$ cat src/rtl/ssort_pkg.sv
// Shared constants for the Shell sort block with the halving gap sequence.
// No dependencies; the top level imports it.
`default_nettype none

package ssort_pkg;

    // Default capacity of the element store
    localparam int DEFAULT_MAX_ITEMS  = 64;
    // Default stored value width in bits
    localparam int DEFAULT_DATA_WIDTH = 32;
    // Width of the value fields on both channels
    localparam int ITEM_WIDTH         = 32;

endpackage : ssort_pkg

`default_nettype wire

$ cat src/rtl/shell_sort_halving_gaps.sv
// Top level of the Shell sort block: element store, sort sequencer and output register.
// Depends on ssort_pkg for the default parameter values and the field width.
`default_nettype none

// Values arrive one per transfer on the s_ channel and go into a store of MAX_ITEMS
// entries. The store takes one item per cycle while loading. An item marked last closes
// the set. The block then sorts the store in place with gaps n/2, n/4, ..., 1, and emits
// the n values in ascending signed order on the m_ channel with the final one marked.
// While sorting and emitting, s_ready is low. One memory port pair (one write, one
// registered read per cycle) sets the rate. Each element at each gap is read, its
// gapped neighbor is fetched and compared, and each larger neighbor moves up one gap
// until the element is placed. Each result is read, loaded into the output register
// and held until m_ready. Items that arrive while the store is full are dropped, and
// m_overflow is then high on every result of that set. Only the low DATA_WIDTH bits of
// s_item_value are kept, up to 32, read as two's complement and sign-extended on output.
module shell_sort_halving_gaps
    import ssort_pkg::*;
#(
    parameter int MAX_ITEMS  = DEFAULT_MAX_ITEMS,
    parameter int DATA_WIDTH = DEFAULT_DATA_WIDTH
) (
    input  wire                          aclk,
    input  wire                          aresetn,
    input  wire                          s_valid,
    output logic                         s_ready,
    input  wire signed [ITEM_WIDTH-1:0]  s_item_value,
    input  wire                          s_last_item,
    output logic                         m_valid,
    input  wire                          m_ready,
    output logic signed [ITEM_WIDTH-1:0] m_sorted_value,
    output logic                         m_last_result,
    output logic                         m_overflow
);

    localparam int VW = (DATA_WIDTH < ITEM_WIDTH) ? DATA_WIDTH : ITEM_WIDTH;
    localparam int IW = $clog2(MAX_ITEMS);
    localparam int CW = $clog2(MAX_ITEMS + 1);

    typedef enum logic [2:0] {
        S_LOAD,
        S_RD_I,
        S_RD_J,
        S_CMP,
        S_PUT,
        S_OUT_RD,
        S_OUT_LD,
        S_OUT_WAIT
    } state_t;

    state_t state_reg, state_next;

    logic [CW-1:0]        count_reg, count_next;
    logic                 ovf_reg, ovf_next;
    logic [CW-1:0]        gap_reg, gap_next;
    logic [CW-1:0]        idx_reg, idx_next;
    logic [CW-1:0]        pos_reg, pos_next;
    logic signed [VW-1:0] temp_reg, temp_next;
    logic signed [VW-1:0] rdata_reg;

    logic signed [ITEM_WIDTH-1:0] m_value_reg, m_value_next;
    logic                         m_last_reg, m_last_next;
    logic                         m_ovf_reg, m_ovf_next;
    logic                         m_valid_reg, m_valid_next;

    // Element store
    logic [VW-1:0] mem [MAX_ITEMS];
    logic          mem_we;
    logic [IW-1:0] mem_waddr;
    logic [VW-1:0] mem_wdata;
    logic [IW-1:0] mem_raddr;

    // Address arithmetic
    logic          full;
    logic [CW-1:0] count_inc;
    logic [CW-1:0] load_n;
    logic [CW-1:0] idx_inc;
    logic [CW-1:0] idx_back;
    logic [CW-1:0] pos_back;
    logic [CW-1:0] pos_back2;
    logic [CW-1:0] gap_half;

    assign full      = (count_reg == CW'(MAX_ITEMS));
    assign count_inc = count_reg + 1'b1;
    assign load_n    = full ? count_reg : count_inc;
    assign idx_inc   = idx_reg + 1'b1;
    assign idx_back  = idx_reg - gap_reg;
    assign pos_back  = pos_reg - gap_reg;
    assign pos_back2 = pos_back - gap_reg;
    assign gap_half  = gap_reg >> 1;

    assign s_ready        = (state_reg == S_LOAD);
    assign m_valid        = m_valid_reg;
    assign m_sorted_value = m_value_reg;
    assign m_last_result  = m_last_reg;
    assign m_overflow     = m_ovf_reg;

    // Write one entry and read one entry per cycle, read data registered
    always_ff @(posedge aclk) begin
        if (mem_we) begin
            mem[mem_waddr] <= mem_wdata;
        end
        rdata_reg <= mem[mem_raddr];
    end

    // Sequencer: load, gapped insertion passes, emit
    always_comb begin
        state_next   = state_reg;
        count_next   = count_reg;
        ovf_next     = ovf_reg;
        gap_next     = gap_reg;
        idx_next     = idx_reg;
        pos_next     = pos_reg;
        temp_next    = temp_reg;
        m_value_next = m_value_reg;
        m_last_next  = m_last_reg;
        m_ovf_next   = m_ovf_reg;
        m_valid_next = m_valid_reg;
        mem_we       = 1'b0;
        mem_waddr    = pos_reg[IW-1:0];
        mem_wdata    = temp_reg;
        mem_raddr    = idx_reg[IW-1:0];

        unique case (state_reg)
            S_LOAD: begin
                if (s_valid) begin
                    // Store the item, or drop it and flag overflow
                    if (!full) begin
                        mem_we     = 1'b1;
                        mem_waddr  = count_reg[IW-1:0];
                        mem_wdata  = s_item_value[VW-1:0];
                        count_next = count_inc;
                    end else begin
                        ovf_next = 1'b1;
                    end
                    if (s_last_item) begin
                        gap_next = load_n >> 1;
                        if ((load_n >> 1) == '0) begin
                            idx_next   = '0;
                            state_next = S_OUT_RD;
                        end else begin
                            idx_next   = load_n >> 1;
                            state_next = S_RD_I;
                        end
                    end
                end
            end

            S_RD_I: begin
                mem_raddr  = idx_reg[IW-1:0];
                state_next = S_RD_J;
            end

            S_RD_J: begin
                // Hold the element being inserted, fetch its gapped neighbor
                temp_next  = rdata_reg;
                pos_next   = idx_reg;
                mem_raddr  = idx_back[IW-1:0];
                state_next = S_CMP;
            end

            S_CMP: begin
                if (temp_reg < rdata_reg) begin
                    // Shift the larger neighbor up by one gap
                    mem_we    = 1'b1;
                    mem_waddr = pos_reg[IW-1:0];
                    mem_wdata = rdata_reg;
                    pos_next  = pos_back;
                    if (pos_back >= gap_reg) begin
                        mem_raddr = pos_back2[IW-1:0];
                    end else begin
                        state_next = S_PUT;
                    end
                end else begin
                    // Drop the held element into its slot and advance
                    mem_we    = 1'b1;
                    mem_waddr = pos_reg[IW-1:0];
                    mem_wdata = temp_reg;
                    if (idx_inc < count_reg) begin
                        idx_next   = idx_inc;
                        state_next = S_RD_I;
                    end else begin
                        gap_next = gap_half;
                        if (gap_half == '0) begin
                            idx_next   = '0;
                            state_next = S_OUT_RD;
                        end else begin
                            idx_next   = gap_half;
                            state_next = S_RD_I;
                        end
                    end
                end
            end

            S_PUT: begin
                // Place the held element at the bottom of its chain and advance
                mem_we    = 1'b1;
                mem_waddr = pos_reg[IW-1:0];
                mem_wdata = temp_reg;
                if (idx_inc < count_reg) begin
                    idx_next   = idx_inc;
                    state_next = S_RD_I;
                end else begin
                    gap_next = gap_half;
                    if (gap_half == '0) begin
                        idx_next   = '0;
                        state_next = S_OUT_RD;
                    end else begin
                        idx_next   = gap_half;
                        state_next = S_RD_I;
                    end
                end
            end

            S_OUT_RD: begin
                mem_raddr  = idx_reg[IW-1:0];
                state_next = S_OUT_LD;
            end

            S_OUT_LD: begin
                // Load the output register, sign-extended
                m_value_next = ITEM_WIDTH'(rdata_reg);
                m_last_next  = (idx_inc == count_reg);
                m_ovf_next   = ovf_reg;
                m_valid_next = 1'b1;
                state_next   = S_OUT_WAIT;
            end

            S_OUT_WAIT: begin
                if (m_ready) begin
                    m_valid_next = 1'b0;
                    if (m_last_reg) begin
                        // Set done: start a new one
                        count_next = '0;
                        ovf_next   = 1'b0;
                        state_next = S_LOAD;
                    end else begin
                        idx_next   = idx_inc;
                        state_next = S_OUT_RD;
                    end
                end
            end

            default: begin
                state_next = S_LOAD;
            end
        endcase
    end

    // Hold state and registered outputs
    always_ff @(posedge aclk) begin
        if (!aresetn) begin
            state_reg   <= S_LOAD;
            count_reg   <= '0;
            ovf_reg     <= 1'b0;
            m_valid_reg <= 1'b0;
        end else begin
            state_reg   <= state_next;
            count_reg   <= count_next;
            ovf_reg     <= ovf_next;
            m_valid_reg <= m_valid_next;
        end
        gap_reg     <= gap_next;
        idx_reg     <= idx_next;
        pos_reg     <= pos_next;
        temp_reg    <= temp_next;
        m_value_reg <= m_value_next;
        m_last_reg  <= m_last_next;
        m_ovf_reg   <= m_ovf_next;
    end

endmodule : shell_sort_halving_gaps

`default_nettype wire
$ cat config.mk
export PLATFORM = sky130hd
export DESIGN_NAME = shell_sort_halving_gaps
export DESIGN_NICKNAME = d
export VERILOG_FILES = /design/src/rtl/ssort_pkg.sv /design/src/rtl/shell_sort_halving_gaps.sv
export SDC_FILE = /design/constraint.sdc
export NUM_CORES = 2
export LEC_CHECK = 0
export BUFFER_PORTS_ARGS = -buffer_cell sky130_fd_sc_hd__buf_2
export CORE_ASPECT_RATIO = 1.1
export CORE_MARGIN = 3
export CORE_UTILIZATION = 40
export CTS_CLUSTER_SIZE = 28
export DETAILED_ROUTE_END_ITERATION = 10
export SYNTH_ARGS = -nofsm -noshare
export SYNTH_HDL_FRONTEND = slang
export SYNTH_SLANG_ARGS = --single-unit
$ cat constraint.sdc
create_clock -name aclk -period 9.15 [get_ports aclk]
set_input_delay 1.83 -clock aclk [delete_from_list [all_inputs] [get_ports aclk]]
set_output_delay 1.83 -clock aclk [all_outputs]
set_load 0.02 [all_outputs]
# Yosys cells after proc, flatten, opt, wreduce, memory -nomap -nowiden

Memory sizes are Yosys's and may differ from the RTL's. A register that Yosys moved wholly into a read port is not among the register bits.
Index checks and enable logic that the tools add are counted.

Bits in registers: 99
Latch bits: 0
RAM bits: 2048
Bits in read-only memories: 0
Input bits: 37
Output and inout port bits: 36
Word-level logic and storage cells: 110
Memories: 1

Memories:

| memory | depth | width | read ports | clocked after memory_dff | wr ports | line                          | RTL |
|---|---|---|---|---|---|---|---|
| mem    | 64    | 32    | 1          | 1                        | 1        | shell_sort_halving_gaps.sv:66 | `logic [VW-1:0] mem [MAX_ITEMS];` |

$add $sub $neg: 5
Multipliers: 0
Divide/modulo/power cells: 0
$lt $le $gt $ge: 3
Equality and inequality tests: 19
Shift operators: 0
Mux-type cells: 53
Bitwise logic cells: 0
Reduce and logical (&&, ||, !) cells: 17

Operators with widths:

| kind                                         | count |
|---|---|
| 2-to-1 mux 7 bit                             | 15 |
| 2-to-1 mux 32 bit                            | 3 |
| one-hot mux 32 bit (2 select lines)          | 1 |
| 2-to-1 mux 6 bit                             | 7 |
| < comparator 32 bit                          | 1 |
| one-hot mux 7 bit (2 select lines)           | 2 |
| one-hot mux 7 bit (4 select lines)           | 1 |
| 2-to-1 mux 3 bit                             | 9 |
| one-hot mux 3 bit (8 select lines)           | 1 |
| one-hot mux 7 bit (3 select lines)           | 1 |
| adder 7 x 1 -> 7 bit (second input constant) | 2 |
| zero test 7 bit                              | 2 |
| != test 2 bit (second input constant)        | 7 |
| equality test 3 bit (second input constant)  | 4 |
| one-hot mux 6 bit (2 select lines)           | 1 |
| AND reduction 4 bit                          | 3 |
| subtractor 6 bit                             | 2 |
| AND reduction 5 bit                          | 2 |
| 2-to-1 mux 1 bit                             | 9 |
| equality test 7 bit                          | 1 |
| equality test 7 bit (second input constant)  | 1 |
| greater-or-equal comparator 7 bit            | 1 |
| < comparator 7 bit                           | 1 |
| subtractor 7 bit                             | 1 |
| 12 further kinds                             | 19 |

# Depth between registers and ports, before layout

Depth after elaboration: 7
Mapped depth: 25
Gate-level depth less buffers: 21

# Worst setup path before layout

Ideal clock, no wire load.

Path kind: reg2reg
From: register temp_reg[31]
To: memory mem[0][31] (netlist bit) (data pin)
Setup time: 0.701 ns
Arrival time: 4.430 ns
Required time: 8.449 ns
Path slack: 4.019 ns
Cell stages (with the launch flop): 9
Path buffers: 0
Clock period less this slack: 5.131 ns
Cell sequence: edfxtp_1 > ha_1 > nand4_1 > nor4_1 > inv_1 > o22ai_2 > nor3_1 > mux2i_1 > o21ai_0

Word-level cells in the longest chain between the ends: 3
Elaborated cells on any way between the ends: 5
Classes of those cells: order compare (1); mux (4)

Ends and longest elaborated chain:

| element                                                         | line                                                           | RTL |
|---|---|---|
| start, declared                                                 | shell_sort_halving_gaps.sv:57                                  | `logic signed [VW-1:0] temp_reg, temp_next;` |
| start signal, assigned                                          | shell_sort_halving_gaps.sv:265                                 | `temp_reg <= temp_next;` |
| < comparator 32 bit / 2-to-1 mux 32 bit (equally long branches) | shell_sort_halving_gaps.sv:162, shell_sort_halving_gaps.sv:127 |  |
| 2-to-1 mux 32 bit, on equally long branches                     | shell_sort_halving_gaps.sv:162, shell_sort_halving_gaps.sv:125 |  |
| one-hot mux 32 bit (2 select lines) *                           | shell_sort_halving_gaps.sv:123                                 | `unique case (state_reg)` |
| named net mem_wdata[31]                                         | shell_sort_halving_gaps.sv:69                                  | `logic [VW-1:0] mem_wdata;` |
| end, declared                                                   | shell_sort_halving_gaps.sv:66                                  |  |

The timed path passes the listed nets; every way through them passes the cells marked *.

# Final worst setup path

From: register rdata_reg[31], read port of mem
To: register rdata_reg[13], read port of mem

Word-level cells in the longest chain between the ends: 3

Ends and longest elaborated chain:

| element                            | line                           | RTL |
|---|---|---|
| start, declared                    | shell_sort_halving_gaps.sv:58  | `logic signed [VW-1:0] rdata_reg;` |
| < comparator 32 bit                | shell_sort_halving_gaps.sv:162 | `if (temp_reg < rdata_reg) begin` |
| 2-to-1 mux 6 bit                   | shell_sort_halving_gaps.sv:162 |  |
| one-hot mux 6 bit (2 select lines) | shell_sort_halving_gaps.sv:123 |  |

Every way passes these cells.
A chain may end at the register's enable or synchronous reset.

==> metrics.md <==
| Metric | Value |
|---|---|
| Outcome | finished clean |
| Vias per inst | approximately 5.8 |
| Worst setup EP type | flip-flop |
| Die area | roughly 0.23 mm² |
| Post-route ant nets | 0 |
| Max Fclk | roughly 140 MHz |
| Largest buffer count on any clock path | 3 |
| RSZ-0062 raised after global routing | no |
| Most common flop cell mapped by yosys | edfxtp_1 |
| Slew Viols, Final | 0 |
| Synth Register Bits | between 2000 and 2500 |
| Postcts setup bufs | 0 |
| Clk_skew | between 30 and 40 ps |
| Period utilization | 0.7583 |
| Largest Register | mem |
| Largest register FFs | 2048 |
| Final nets | around 6000 |
| Initial Util | 0.4032 |
| Mux cell area share after synthesis | 0.1013 |
| Most common cell after layout, fill and taps aside | edfxtp_1 |
| Relative slew slack | 0.1128 |
| DR DRC count | 0 |
| Total Wirelength | about 250000 µm |
| Commonest non-fill, non-tap cells in the layout | 2135 x edfxtp_1, 946 x nand2_1, 891 x mux2i_1 |
| Area share of fa/ha/maj cells after synthesis | 0.009602 |
| Die H | between 400 and 500 µm |
| Max FO, Critical Path | 42 |
| First-pass GRT wire length | 364800 µm |
| XOR/XNOR Fraction of Synth Area | 0.002181 |
| Initial DRC Count | 6071 |
| Setup Viol. Count Final | 0 |
| Core Area | about 0.22 mm² |
| Internal | roughly 23 mW |
| Sw Ratio | 0.4230 |
| Post-Layout Cell Count | roughly 9100 |
| Max-cap violations | 0 |
| PortBufs | 72 |
| Power share of the combinational group | 0.466 |
| Vias | about 53000 |
| Layout cells sized above 1 | 0.1018 |
| Wire length on met3 | approximately 22000 µm |
| Library cells used by synthesis | 78 |
| Synth Area in Compound Gates | 0.03011 |
| Io pins | 73 |
| Min-delay worst type | flip-flop to flip-flop |
| Ys Warns | 0 |
| CTS tree | done |
| FFs w/ async S/R, synth | 0 |
| Post-DP HPWL | ~140000 µm |
| Synth Cell Area | between 0.08 and 0.09 mm² |
| WS Path Type | flip-flop to flip-flop |
| Chip width | 454.1 µm |
| Placed cells | 8690 |
| Placer Congestion | 0.8749 |
| Total leakage power | 33.88 nW |
| Post-synth EDFFs | roughly 2100 |
| Post-cts sizing count | 0 |
| H-tree Lvls | 4 |
| Largest net degree at the start of global routing | between 100 and 150 |
| TNS Setup | 0 ps |
| Initial antenna violation count | 11 |
| Sequential share of power | 0.328 |
| Number of CTS-inserted buffers | 204 |
| Post-Syn Nets | ~6000 |
| Largest family of logic cells by synthesized area | multiplexers |
| Clock-pin slew on the worst setup and hold paths | ~60 ps |
| Met1 Routed Length | a little over 100000 µm |
| WL per Instance | between 20 and 30 µm |
| Area Overhead vs Synth | 12.59% |
| Post-Synth Simple-Gate Area | 0.1001 |
| Net Switching | between 15 and 20 mW |
| Slew @ Worst Pin | about 1300 ps |
| Clock power frac | 0.206 |
| TritonRoute pass-1 iters | 10 |
| Number of sinks on the clock net | 2179 |
| Cts hold-fix bufs | 0 |
| Final Hold Viols | 0 |
| Worst VDD drop | 0.5524 mV |
| DR top layer | met5 |
| CP arrival | 7640 ps |
| Post-Syn Instances | between 5000 and 6000 |
| Root buffer cell | clkbuf_16 |
| PwrDens | approximately 400 mW/mm² |
| Minimum clock period | just under 7000 ps |
| Sequential share of the synthesized area | 0.7357 |
| Grt total ovfl | 0 |
| Rows | between 150 and 200 |
| CP startpoint kind | flip-flop |
| Metal2 WL | 122900 µm |
| Syn_area_per_cell | ~15 µm² |
| Vias in the first global route | about 50000 |
| Required @ worst endpoint | roughly 9900 ps |
| Total track usage | 0.2208 |
| Latest clock arrival within the worst-skew pair | around 850 ps |
-- power groups by stage --
| stage | Clock [mW] | Combinational [mW] | Sequential [mW] |
|---|---|---|---|
| after floorplan | 0 | 12.3 | 13.2 |
| after global placement | 0 | 18.4 | 13.4 |
| after detailed placement | 0 | 18.6 | 13.4 |
| after CTS | 8.42 | 18.6 | 13.2 |
| after global routing | 8.79 | 20.0 | 13.2 |
| final | 8.30 | 18.8 | 13.2 |
-- critical path, stage by stage, from the launching register on --
cell and delay [ps]:
dfxtp_1 650, inv_1 100, ha_1 520, nand4_1 450
nor4_2 400, buf_4 230, inv_1 60, o22ai_2 670
a2111oi_4 130, o221ai_4 870, buf_4 570, buf_4 590
mux2i_1 260, mux2i_1 110, nand4_1 130, nand4_1 320
or4_1 590
-- cell families (layout without fill, tap and decap cells) --
group,after synthesis,count (layout)
DFF,2179,2179
AOI/OAI and AO/OA,361,361
and+or+nand+nor,1923,1923
buffers and inverters,429,712
muxes,894,894
adders and majority gates,66,66
xor gates and xnor gates,22,22
other,0,9
-- final cells by class --
cell class | count | area [µm²]
inverters | 99 | 371.6
clock inverters | 93 | 770.7
repair buffers | 234 | 1814
diodes | 9 | 22.52
multi-input cells | 3266 | 22140
flip-flops and latches | 2179 | 64990
fillers | 18970 | 119700
clock buffers | 286 | 5708
well taps | 2912 | 3643
-- stage by stage --
stage	worst slack [ps]	area, µm²	power [mW]	hold slack (ps)	util
after floorplan	4019	88340	25.48	408.2	-
after global placement	1134	92950	31.81	440.5	0.4242
after detailed placement	2329	92960	32.01	443.4	0.4242
after CTS	2304	99440	40.26	453.9	0.4538
after global routing	1946	99440	42.04	462.2	0.4538
final	2211	99460	40.29	462.8	0.4539
-- metal layers --
metal / global-route usage / vias to the layer above
li1: - / 22700
met1: 0.3037 / 27030
met5: 0 / -
met2: 0.3605 / 2352
met4: 0.05871 / 6
met3: 0.04066 / 432
-- cell usage after synthesis, types with 6 or more instances --
cell / count / area [µm²]
dfxtp_1: 44 / 880.8
ha_1: 63 / 788.3
clkbuf_1: 176 / 660.6
xor2_1: 10 / 87.58
a21o_1: 9 / 67.56
a22oi_1: 100 / 750.7
nand2b_1: 9 / 56.30
o21ai_0: 33 / 165.2
edfxtp_1: 2135 / 64110
mux2i_1: 891 / 8919
nand2_1: 947 / 3555
and3_1: 10 / 62.56
o211ai_1: 6 / 45.04
nor2_1: 95 / 356.6
buf_2: 111 / 555.5
xnor2_1: 12 / 105.1
a222oi_1: 31 / 310.3
and2_1: 7 / 43.79
buf_4: 24 / 180.2
nand3_1: 543 / 2718
nor3_1: 13 / 65.06
nor2b_1: 13 / 81.33
nand4_1: 222 / 1389
inv_1: 99 / 371.6
a21oi_1: 73 / 365.4
o31ai_1: 13 / 97.59
buf_1: 17 / 63.81
a32oi_1: 38 / 332.8
or4_1: 31 / 232.7
-- final timing paths --
path	from	to	slack [ps]	cells past startpoint
setup reg to reg	rdata_reg[31]$_DFF_P_	rdata_reg[13]$_DFF_P_	2210	16
setup / recovery	rdata_reg[31]$_DFF_P_	rdata_reg[13]$_DFF_P_	2210	16
hold / removal	ovf_reg$_SDFFE_PN0P_	m_overflow$_DFFE_PP_	460	0
hold reg to reg	ovf_reg$_SDFFE_PN0P_	m_overflow$_DFFE_PP_	460	0
No activity file was read; power rests on OpenSTA's default activity.
